**src/sv/rc4_pkg.sv**
```systemverilog
package rc4_pkg;

    localparam int MAX_KEY_BYTES = 32;
    localparam int KEY_IDX_W     = 5;
    localparam int KEY_WORDS     = 4;
    localparam int KEY_WORD_W    = 64;
    localparam int KEY_LEN_W     = 6;
    localparam int BYTE_W        = 8;
    localparam int TABLE_DEPTH   = 256;
    localparam int TABLE_ADDR_W  = 8;

    localparam int APB_ADDR_W    = 6;
    localparam int APB_DATA_W    = 64;
    localparam int REG_SEL_LSB   = 3;

    typedef enum logic [2:0] {
        REG_KEY_LENGTH,
        REG_KEY_WORD_0,
        REG_KEY_WORD_1,
        REG_KEY_WORD_2,
        REG_KEY_WORD_3
    } reg_idx_t;

    typedef enum logic [3:0] {
        ST_IDLE,
        ST_K_FILL,
        ST_K_RD_N,
        ST_K_RD_J,
        ST_K_WR_N,
        ST_K_WR_J,
        ST_P_RD_I,
        ST_P_RD_J,
        ST_P_WR_I,
        ST_P_WR_J,
        ST_P_OUT
    } state_t;

endpackage

```
**src/sv/rc4_stream_cipher_unit.sv**
```systemverilog
// RC4 stream cipher, one message at a time. Each byte word on the input stream
// comes back XORed with the next keystream byte; tlast marks the end of a
// message and the next byte restarts the key schedule. The key length and the
// four 64-bit key words are written over APB at byte addresses 0, 8, 16, 24
// and 32; the user must write them only while the block is idle, which the
// block itself does not enforce; a key length of zero passes bytes through
// unchanged. The permutation lives in one 256 x 8 RAM with a single read and a
// single write port, and one byte is handled at a time: after a keyed byte is
// accepted, S[j] is read, S[i] written, S[j] written with the keystream read,
// and the output register loaded once the output is free; a pass-through byte
// goes straight to that load, and a new byte is taken from the cycle after the
// load. The first keyed byte of each message first runs the key schedule: the
// table is filled, each entry is swapped by a read, read, write, write, and
// then S[1] is read.
module rc4_stream_cipher_unit (
    input  logic                                  clk,
    input  logic                                  rst_n,
    input  logic                                  psel,
    input  logic                                  penable,
    input  logic                                  pwrite,
    input  logic [rc4_pkg::APB_ADDR_W-1:0]        paddr,
    input  logic [rc4_pkg::APB_DATA_W-1:0]        pwdata,
    output logic [rc4_pkg::APB_DATA_W-1:0]        prdata,
    output logic                                  pready,
    input  logic                                  s_axis_tvalid,
    output logic                                  s_axis_tready,
    input  logic [7:0]                            s_axis_tdata,  // [7:0] data_byte
    input  logic                                  s_axis_tlast,
    output logic                                  m_axis_tvalid,
    input  logic                                  m_axis_tready,
    output logic [7:0]                            m_axis_tdata,  // [7:0] out_byte
    output logic                                  m_axis_tlast
);

    import rc4_pkg::*;

    state_t                  state_reg, state_next;
    reg_idx_t                reg_sel;

    logic [KEY_LEN_W-1:0]    key_length_reg;
    logic [KEY_WORD_W-1:0]   key_word_reg [KEY_WORDS];
    logic [KEY_LEN_W-1:0]    len_eff;
    logic [BYTE_W-1:0]       key_byte;

    logic [TABLE_ADDR_W-1:0] i_reg;
    logic [TABLE_ADDR_W-1:0] j_reg;
    logic                    schedule_pending_reg;
    logic [TABLE_ADDR_W-1:0] n_reg;
    logic [KEY_IDX_W-1:0]    kidx_reg, kidx_next;
    logic [BYTE_W-1:0]       si_reg;
    logic                    fwd_reg;
    logic                    pass_reg;
    logic [BYTE_W-1:0]       data_reg;
    logic                    last_reg;
    logic                    m_valid_reg;
    logic [BYTE_W-1:0]       m_data_reg;
    logic                    m_last_reg;

    logic                    ram_we;
    logic [TABLE_ADDR_W-1:0] ram_waddr;
    logic [BYTE_W-1:0]       ram_wdata;
    logic                    ram_re;
    logic [TABLE_ADDR_W-1:0] ram_raddr;
    logic [BYTE_W-1:0]       ram_rdata;

    logic                    in_accept;
    logic                    out_load;
    logic                    cfg_write;
    logic [BYTE_W-1:0]       j_sum;
    logic [BYTE_W-1:0]       ks_addr;
    logic [BYTE_W-1:0]       keystream;

    // ---------------------------------------------------------------- APB
    assign pready    = 1'b1;
    assign cfg_write = psel && penable && pwrite;
    assign reg_sel   = reg_idx_t'(paddr[APB_ADDR_W-1:REG_SEL_LSB]);

    always_ff @(posedge clk or negedge rst_n)
    begin
        if (!rst_n)
        begin
            key_length_reg <= '0;
            for (int w = 0; w < KEY_WORDS; w++)
            begin
                key_word_reg[w] <= '0;
            end
        end
        else if (cfg_write)
        begin
            unique case (reg_sel)
                REG_KEY_LENGTH: key_length_reg  <= pwdata[KEY_LEN_W-1:0];
                REG_KEY_WORD_0: key_word_reg[0] <= pwdata;
                REG_KEY_WORD_1: key_word_reg[1] <= pwdata;
                REG_KEY_WORD_2: key_word_reg[2] <= pwdata;
                REG_KEY_WORD_3: key_word_reg[3] <= pwdata;
                default:        ;
            endcase
        end
    end

    always_comb
    begin
        unique case (reg_sel)
            REG_KEY_LENGTH: prdata = APB_DATA_W'(key_length_reg);
            REG_KEY_WORD_0: prdata = key_word_reg[0];
            REG_KEY_WORD_1: prdata = key_word_reg[1];
            REG_KEY_WORD_2: prdata = key_word_reg[2];
            REG_KEY_WORD_3: prdata = key_word_reg[3];
            default:        prdata = '0;
        endcase
    end

    // ---------------------------------------------------------------- key
    assign len_eff  = (key_length_reg > KEY_LEN_W'(MAX_KEY_BYTES)) ?
                      KEY_LEN_W'(MAX_KEY_BYTES) : key_length_reg;
    assign key_byte = key_word_reg[kidx_reg[KEY_IDX_W-1:3]][kidx_reg[2:0]*BYTE_W +: BYTE_W];
    assign kidx_next = (({1'b0, kidx_reg} + KEY_LEN_W'(1)) == len_eff) ?
                       '0 : kidx_reg + KEY_IDX_W'(1);

    // ---------------------------------------------------------------- table
    rc4_ram #(
        .WIDTH (BYTE_W),
        .DEPTH (TABLE_DEPTH)
    ) u_perm_ram (
        .clk   (clk),
        .we    (ram_we),
        .waddr (ram_waddr),
        .wdata (ram_wdata),
        .re    (ram_re),
        .raddr (ram_raddr),
        .rdata (ram_rdata)
    );

    assign j_sum     = j_reg + ram_rdata + key_byte;
    assign ks_addr   = si_reg + ram_rdata;
    // keystream address landing on j reads the value written in the same cycle
    assign keystream = fwd_reg ? si_reg : ram_rdata;

    assign in_accept = s_axis_tvalid && s_axis_tready;
    assign out_load  = (state_reg == ST_P_OUT) && (!m_valid_reg || m_axis_tready);

    // ---------------------------------------------------------------- FSM
    always_comb
    begin
        state_next = state_reg;
        unique case (state_reg)
            ST_IDLE:
            begin
                if (in_accept)
                begin
                    if (len_eff == '0)
                    begin
                        state_next = ST_P_OUT;
                    end
                    else if (schedule_pending_reg)
                    begin
                        state_next = ST_K_FILL;
                    end
                    else
                    begin
                        state_next = ST_P_RD_J;
                    end
                end
            end
            ST_K_FILL: if (n_reg == '1) state_next = ST_K_RD_N;
            ST_K_RD_N: state_next = ST_K_RD_J;
            ST_K_RD_J: state_next = ST_K_WR_N;
            ST_K_WR_N: state_next = ST_K_WR_J;
            ST_K_WR_J: state_next = (n_reg == '1) ? ST_P_RD_I : ST_K_RD_N;
            ST_P_RD_I: state_next = ST_P_RD_J;
            ST_P_RD_J: state_next = ST_P_WR_I;
            ST_P_WR_I: state_next = ST_P_WR_J;
            ST_P_WR_J: state_next = ST_P_OUT;
            ST_P_OUT:  if (out_load) state_next = ST_IDLE;
            default:   state_next = ST_IDLE;
        endcase
    end

    always_comb
    begin
        s_axis_tready = 1'b0;
        ram_we        = 1'b0;
        ram_waddr     = '0;
        ram_wdata     = '0;
        ram_re        = 1'b0;
        ram_raddr     = '0;
        unique case (state_reg)
            ST_IDLE:
            begin
                s_axis_tready = 1'b1;
                ram_re        = 1'b1;
                ram_raddr     = i_reg + TABLE_ADDR_W'(1);
            end
            ST_K_FILL:
            begin
                ram_we    = 1'b1;
                ram_waddr = n_reg;
                ram_wdata = n_reg;
            end
            ST_K_RD_N:
            begin
                ram_re    = 1'b1;
                ram_raddr = n_reg;
            end
            ST_K_RD_J:
            begin
                ram_re    = 1'b1;
                ram_raddr = j_sum;
            end
            ST_K_WR_N:
            begin
                ram_we    = 1'b1;
                ram_waddr = n_reg;
                ram_wdata = ram_rdata;
            end
            ST_K_WR_J:
            begin
                ram_we    = 1'b1;
                ram_waddr = j_reg;
                ram_wdata = si_reg;
            end
            ST_P_RD_I:
            begin
                ram_re    = 1'b1;
                ram_raddr = i_reg + TABLE_ADDR_W'(1);
            end
            ST_P_RD_J:
            begin
                ram_re    = 1'b1;
                ram_raddr = j_reg + ram_rdata;
            end
            ST_P_WR_I:
            begin
                ram_we    = 1'b1;
                ram_waddr = i_reg;
                ram_wdata = ram_rdata;
            end
            ST_P_WR_J:
            begin
                ram_we    = 1'b1;
                ram_waddr = j_reg;
                ram_wdata = si_reg;
                ram_re    = 1'b1;
                ram_raddr = ks_addr;
            end
            ST_P_OUT:  ;
            default:   ;
        endcase
    end

    // ---------------------------------------------------------------- control state
    always_ff @(posedge clk or negedge rst_n)
    begin
        if (!rst_n)
        begin
            state_reg            <= ST_IDLE;
            i_reg                <= '0;
            j_reg                <= '0;
            schedule_pending_reg <= 1'b1;
            m_valid_reg          <= 1'b0;
        end
        else
        begin
            state_reg <= state_next;

            if (in_accept && (len_eff != '0) && schedule_pending_reg)
            begin
                schedule_pending_reg <= 1'b0;
            end
            else if (out_load && last_reg)
            begin
                schedule_pending_reg <= 1'b1;
            end

            unique case (state_reg)
                ST_K_FILL: j_reg <= '0;
                ST_K_RD_J: j_reg <= j_sum;
                ST_K_WR_J:
                begin
                    if (n_reg == '1)
                    begin
                        i_reg <= '0;
                        j_reg <= '0;
                    end
                end
                ST_P_RD_J:
                begin
                    i_reg <= i_reg + TABLE_ADDR_W'(1);
                    j_reg <= j_reg + ram_rdata;
                end
                default: ;
            endcase

            if (out_load)
            begin
                m_valid_reg <= 1'b1;
            end
            else if (m_axis_tready)
            begin
                m_valid_reg <= 1'b0;
            end
        end
    end

    // ---------------------------------------------------------------- datapath
    always_ff @(posedge clk)
    begin
        if (in_accept)
        begin
            data_reg <= s_axis_tdata;
            last_reg <= s_axis_tlast;
            pass_reg <= (len_eff == '0);
            n_reg    <= '0;
        end

        unique case (state_reg)
            ST_K_FILL:
            begin
                n_reg    <= n_reg + TABLE_ADDR_W'(1);
                kidx_reg <= '0;
            end
            ST_K_RD_J: si_reg <= ram_rdata;
            ST_K_WR_J:
            begin
                n_reg    <= n_reg + TABLE_ADDR_W'(1);
                kidx_reg <= kidx_next;
            end
            ST_P_RD_J: si_reg  <= ram_rdata;
            ST_P_WR_J: fwd_reg <= (ks_addr == j_reg);
            default: ;
        endcase

        if (out_load)
        begin
            m_data_reg <= pass_reg ? data_reg : (data_reg ^ keystream);
            m_last_reg <= last_reg;
        end
    end

    assign m_axis_tvalid = m_valid_reg;
    assign m_axis_tdata  = m_data_reg;
    assign m_axis_tlast  = m_last_reg;

endmodule

```
**src/sv/rc4_ram.sv**
```systemverilog
module rc4_ram #(
    parameter int WIDTH = 8,
    parameter int DEPTH = 256
) (
    input  logic                     clk,
    input  logic                     we,
    input  logic [$clog2(DEPTH)-1:0] waddr,
    input  logic [WIDTH-1:0]         wdata,
    input  logic                     re,
    input  logic [$clog2(DEPTH)-1:0] raddr,
    output logic [WIDTH-1:0]         rdata
);

    logic [WIDTH-1:0] mem [DEPTH];

    always_ff @(posedge clk)
    begin
        if (we)
        begin
            mem[waddr] <= wdata;
        end
        if (re)
        begin
            rdata <= mem[raddr];
        end
    end

endmodule

```
**config.mk**
```make
export PLATFORM = sky130hd
export DESIGN_NAME = rc4_stream_cipher_unit
export DESIGN_NICKNAME = d
export VERILOG_FILES = /design/src/sv/rc4_pkg.sv /design/src/sv/rc4_stream_cipher_unit.sv /design/src/sv/rc4_ram.sv
export SDC_FILE = /design/constraint.sdc
export NUM_CORES = 2
export LEC_CHECK = 0
export ABC_CLOCK_PERIOD_IN_PS = 7710
export BUFFER_PORTS_ARGS = -buffer_cell sky130_fd_sc_hd__buf_2
export CAP_MARGIN = 20
export CORE_UTILIZATION = 27
export DETAILED_ROUTE_END_ITERATION = 10
export GPL_TIMING_DRIVEN = 0
export PLACE_DENSITY = 0.39
export SLEW_MARGIN = 20
export SYNTH_ARGS = -nofsm -noshare
export SYNTH_HDL_FRONTEND = slang
export SYNTH_SLANG_ARGS = --single-unit
export TNS_END_PERCENT = 10
```
**constraint.sdc**
```tcl
create_clock -name clk -period 7.71 [get_ports clk]
set_input_delay 0.3855 -clock clk [delete_from_list [all_inputs] [get_ports clk]]
set_output_delay 0.3855 -clock clk [all_outputs]
set_load 0.03 [all_outputs]
```
# ---- Word-level counts from Yosys, hierarchy flattened
# Memory sizes are Yosys's and may differ from the RTL's. A register that Yosys moved wholly into a read port is not among the register bits.
# Cells that the tools add are included.
dict set report totals {
  memories 1
  elab_cells 121
  out_inout_bits 76
  ff_bits 325
  input_bits 86
  ramBits 2048
}
dict set report op_classes {
  n_reduce_logical 35
  addsub 7
  n_bitwise 2
  eq_ne 21
  shifts 1
  mux 33
  order_cmp 2
}
# name words word_bits read_ports rd_ports_with_merged_regs write_ports line
set mem_list {}
lappend mem_list {u_perm_ram.mem 256 8 1 1 1 rc4_ram.sv:14} ;# logic [WIDTH-1:0] mem [DEPTH];
# op count
set op_table {}
lappend op_table {{one-hot mux 64 bit (5 select lines)} 1}
lappend op_table {{binary-select mux 64 bit (select 2 bit)} 1}
lappend op_table {{2-to-1 mux 64 bit} 2}
lappend op_table {{variable part select 64 x 7 -> 8 bit} 1}
lappend op_table {{one-hot mux 8 bit (3 select lines)} 2}
lappend op_table {{one-hot mux 4 bit (11 select lines)} 1}
lappend op_table {{2-to-1 mux 8 bit} 5}
lappend op_table {{one-hot mux 8 bit (5 select lines)} 1}
lappend op_table {{one-hot mux 8 bit (4 select lines)} 1}
lappend op_table {{adder 8 bit} 3}
lappend op_table {{adder 8 x 1 -> 8 bit, second input constant} 2}
lappend op_table {{== test 4 x 3 -> 1 bit, second input constant} 4}
lappend op_table {{2-to-1 mux 4 bit} 4}
lappend op_table {{one-hot mux 8 bit (2 select lines)} 1}
lappend op_table {{AND reduction 2 bit} 7}
lappend op_table {{== test 4 bit, second input constant} 3}
lappend op_table {{OR reduction 2 bit} 6}
lappend op_table {{one-hot mux 5 bit (2 select lines)} 1}
lappend op_table {{nonzero test 2 bit} 5}
lappend op_table {{2-to-1 mux 1 bit} 9}
lappend op_table {{== test 4 x 2 -> 1 bit, second input constant} 2}
lappend op_table {{== test 8 bit} 1}
lappend op_table {{== test 8 bit, second input constant} 1}
lappend op_table {{inequality test 2 bit, second input constant} 4}
lappend op_table {{other kinds (25)} 33}

# ---- Logic depth before layout (Yosys ltp)
dict set report depth {
  word_depth 7
  ltp_mapped 25
  depth_no_buf 17
}

# ---- Cells and area by module
# From an unflattened synthesis, not the netlist that was laid out.
dict set report unflattened {
  hier_cells 5138
  area_unflattened_um2 97313.3
}
# module cells_each n_inst area_each_um2 seq_area_each_um2
set by_module_without_submodules {}
lappend by_module_without_submodules {rc4_ram 3733 1 79636.4 61739.2}
lappend by_module_without_submodules {rc4_stream_cipher_unit 1405 1 17677.0 8339.2}

# ---- Worst setup path after synthesis
# OpenSTA, ideal clock, no wires.
dict set report synth_timing {
  kind {register to register}
  startpoint {register kidx_reg[3]}
  endpoint {register u_perm_ram.rdata[1], read port of u_perm_ram.mem, data pin}
  arrival_ns 6.031
  n_path_buf 9
  setup_time_ns 0.272
  stages_incl_launch_ff 26
  period_less_slack_ns 6.303
  setup_slack_ns 1.407
  t_required_ns 7.438
  cell_sequence {edfxtp_1 -> buf_2 -> buf_4 -> buf_1 -> buf_1 -> mux4_2 -> mux4_2 -> mux2_2 -> ha_1 -> inv_1 -> fa_1 -> nor2b_1 -> a211oi_2 -> or3_1 -> buf_4 -> buf_6 -> buf_6 -> buf_2 -> buf_2 -> mux2i_1 -> mux2i_1 -> a32oi_1 -> nand3_1 -> nand4_1 -> nor2_1 -> nand4b_1}
}
dict set report synth_between {
  elab_chain_cells 7
}
# item line
set synth_rtl {}
lappend synth_rtl {{start, declared} rc4_stream_cipher_unit.sv:49} ;# logic [KEY_IDX_W-1:0] kidx_reg, kidx_next;
lappend synth_rtl {{start signal, assigned} rc4_stream_cipher_unit.sv:326} ;# kidx_reg <= kidx_next;
lappend synth_rtl {{inverter 2 -> 3 bit (implied by the code)} rc4_stream_cipher_unit.sv:116} ;# assign key_byte = key_word_reg[kidx_reg[KEY_IDX_W-1:3]][kidx_reg[2:0]*BYTE_W +: BYTE_W];
lappend synth_rtl {{binary-select mux 64 bit (select 2 bit)} rc4_stream_cipher_unit.sv:116}
lappend synth_rtl {{2-to-1 mux 64 bit (implied by the code) (2 in series)} rc4_stream_cipher_unit.sv:116}
lappend synth_rtl {{variable part select 64 x 7 -> 8 bit} rc4_stream_cipher_unit.sv:116}
lappend synth_rtl {{adder 8 bit} rc4_stream_cipher_unit.sv:134} ;# assign j_sum = j_reg + ram_rdata + key_byte;
lappend synth_rtl {{one-hot mux 8 bit (5 select lines)} rc4_stream_cipher_unit.sv:187} ;# unique case (state_reg)
lappend synth_rtl {{end, declared} rc4_ram.sv:11} ;# output logic [WIDTH-1:0] rdata
# No other way between the ends. The select of a mux whose other input is x is not followed.
# A chain may end at the register's enable or synchronous reset.

# ---- Worst setup path after layout
dict set report layout_timing {
  startpoint {register kidx_reg[3]}
  endpoint {register u_perm_ram.rdata[3], read port of u_perm_ram.mem, data pin}
}
# The elaborated chain is that of the path after synthesis.

==> metrics.txt <==
number of flops mapped to enable cells by yosys=between 2000 and 2500; vias post-DR=about 77000; y dimension of the die=roughly 600 µm; clock skew=0.0607 ns; Initial Utilization=0.272; asr flop ratio synth=0.119; top-area cell type share of the netlist area=0.627; multi-input combinational cell area=29100 µm²; highest routed layer=met5; Routed Antenna Nets=0; Yosys top cell by area=sky130_fd_sc_hd__edfxtp_1; routed length on met3=roughly 64 mm; nets=8334; DRT Wirelength=~600 mm; Netlist cell types=90; buffer levels on the longest clock path=4; net count after synthesis=~7700; Final setup viols=8; clock latency on the worst-skew pair=between 0.9 and 1 ns; clock tree from TritonCTS=built; Setup crit end kind=flop; Final WS setup=-0.110 ns; die width=approximately 610 µm; Vias/cell=about 5.7; final count of hold timing violations=0; data required time at the worst endpoint=approximately 8.4 ns; clock net sink count=2381; pin count of the biggest net entering global routing=120; DRC errors left=0; max-slew violation count=0; via count of the first global-routing pass=approximately 70000; buffer cell driving the clock tree root=sky130_fd_sc_hd__clkbuf_16; Cells after Synth=7541; sum of negative setup slack=-0.461 ns; Die Outline Area=between 300000 and 400000 µm²; standard-cell row count=between 200 and 250; slew at the pin closest to its max-slew limit=roughly 1.4 ns; total routing resource utilization after global routing=0.310; class of the worst hold path=in -> reg; Overflow after GRT=0; sort of element at the start of the critical path=flop; failing checks=negative setup slack; number of synthesized register bits=approximately 2400; most frequent cell after synthesis=sky130_fd_sc_hd__edfxtp_1; number of flip-flops in the largest register=2048; Mapped Area=between 100000 and 150000 µm²; 1st-pass router iterations=10; htree depth=5; setup repair after global routing missed its margin=true; routability congestion estimate from global placement=1.07; mean instance size in the synthesized netlist=~13 µm²; count of pins on the block boundary=between 150 and 200; Reg clk slew, reported paths=around 0.06 ns; Inserted Clock Buffers=290; headroom to the max-slew limit=0.0842; Min Clock Period, post-route=roughly 7.8 ns; Post-synth top cells=sky130_fd_sc_hd__edfxtp_1, sky130_fd_sc_hd__nand2_1, sky130_fd_sc_hd__nand3_1; wire length on met2=between 200 and 300 mm; Worst Setup Path Type=reg -> reg; number of antenna violations at the first check in global routing=~110; arrival time of the worst setup path=8.48 ns; fraction of final layout cells sized beyond drive strength 1=0.207; ranking of synthesized cells by area=sky130_fd_sc_hd__edfxtp_1, sky130_fd_sc_hd__dfrtp_1, sky130_fd_sc_hd__nand2_1; wire length of the first global-routing pass=about 750 mm; Metal-1 WL=231 mm; area delta synth->final=22.2%; DRC violation total after the first TritonRoute iteration=between 10000 and 15000; area inside the core boundary=369000 µm²; Warnings, synthesis=0; register-to-register setup slack=-0.11 ns; fill cell instance count of the final layout=between 30000 and 40000; sum of net half-perimeters after detailed placement=about 430 mm; run status=finished with violations; peak fanout along the critical path=10; fraction of the yosys area taken by sequential cells=0.698; WL per Instance=around 44 µm; post-route fraction of the period consumed by the critical path=1.01; Primary FF master, synth=sky130_fd_sc_hd__edfxtp_1; Port Buf Inserts=about 160; sequential cell area in the final layout=about 70000 µm²; top achievable clock speed=approximately 130 MHz; max_cap viols=0
==> stage by stage <==
stage	setup WS [ns]	hold slack, ns	instance area [µm²]	util	instances
final	-0.110	0.156	123000	0.332	13400
after global placement	-5.82	0.440	107000	0.291	12600
after floorplan	1.41	0.0899	100000	-	7541
after CTS	0.0133	0.0995	122000	0.331	13400
after global routing	-0.0666	0.136	123000	0.332	13400
after detailed placement	-3.54	0.409	111000	0.301	12800
==> timing repair <==
item | in CTS | in global routing
pin swaps | 6 | 6
setup buffers | 6 | 3
endpoints found under the setup margin | 8 | 8
hold buffers | 78 | 0
gates resized for setup | 372 | 59
hold endpoints to repair | 481 | 0
==> worst paths after layout <==
| check | end | startpoint | depth (start not counted) |
|---|---|---|---|
| worst max-delay path | u_perm_ram.rdata[3] | kidx_reg[3] | 20 |
| worst min-delay path | data_reg[4] | s_axis_tdata[4] | 2 |
| worst max register to register | u_perm_ram.rdata[3] | kidx_reg[3] | 20 |
| worst min register to register | m_axis_tlast | last_reg | 0 |
| max in group asynchronous | j_reg[2] | rst_n | 5 |
| min in group asynchronous | key_word_reg[107] | rst_n | 3 |
==> per-layer routing <==
metal,global-route usage,up-vias
li1,-,29800
met1,0.393,40600
met2,0.455,5458
met3,0.0917,1453
met4,0.209,24
met5,0,-
==> cell families after synthesis <==
group                      Yosys count  synth area share
other                                1         0.0000374
and+or+nand+nor                   3096             0.134
xor gates and xnor gates            47           0.00424
AOI/OAI and AO/OA                  861            0.0635
adders and majority gates           27           0.00359
muxes                              578            0.0723
DFF                               2381             0.698
buffers and inverters              550            0.0238
==> final cells by class <==
cell class / instances / area share
diodes: 57 / 0.00116
plain buffers: 521 / 0.0270
clock buffers: 370 / 0.0631
clock inverters: 141 / 0.00924
inverters: 28 / 0.00135
multi-input cells: 4610 / 0.237
flip-flops and latches: 2381 / 0.571
well taps: 4950 / 0.0505
repair buffers: 389 / 0.0389
==> layout by cell type (no fill, tap or decap), drive strengths merged, types with 27 or more instances in the layout <==
master	n
a311oi	158
clkbuf	604
nor3	27
a32oi	47
o21ai	62
a31oi	124
nand3	680
buf	593
dfrtp	283
nor3b	74
nor2	347
a22oi	150
mux4	90
and3	108
clkinv	111
edfxtp	2097
a211oi	86
inv	42
dlygate4sd3	78
mux2	274
nand2	1750
diode	57
a21oi	79
mux2i	214
==> worst max-delay path, cell delays in order, from the launching register on <==
cell and delay (ns):
sky130_fd_sc_hd__edfxtp_1 0.32, sky130_fd_sc_hd__buf_4 0.22, sky130_fd_sc_hd__buf_6 0.23, sky130_fd_sc_hd__buf_6 0.25
sky130_fd_sc_hd__buf_8 0.24, sky130_fd_sc_hd__mux4_2 0.57, sky130_fd_sc_hd__mux4_2 0.47, sky130_fd_sc_hd__mux2_2 0.32
sky130_fd_sc_hd__ha_1 0.31, sky130_fd_sc_hd__mux2i_2 0.11, sky130_fd_sc_hd__o32ai_4 0.42, sky130_fd_sc_hd__or2_1 0.18
sky130_fd_sc_hd__buf_2 0.21, sky130_fd_sc_hd__buf_2 0.45, sky130_fd_sc_hd__buf_1 1.01, sky130_fd_sc_hd__nand3_1 0.15
sky130_fd_sc_hd__and3_1 0.29, sky130_fd_sc_hd__o31ai_1 0.82, sky130_fd_sc_hd__a32oi_1 0.30, sky130_fd_sc_hd__a311oi_2 0.43
sky130_fd_sc_hd__nor4_4 0.14
Power is left out: the tool's default activity adds up to more than one toggle a clock period on the data nets, which glitch-free logic cannot reach.
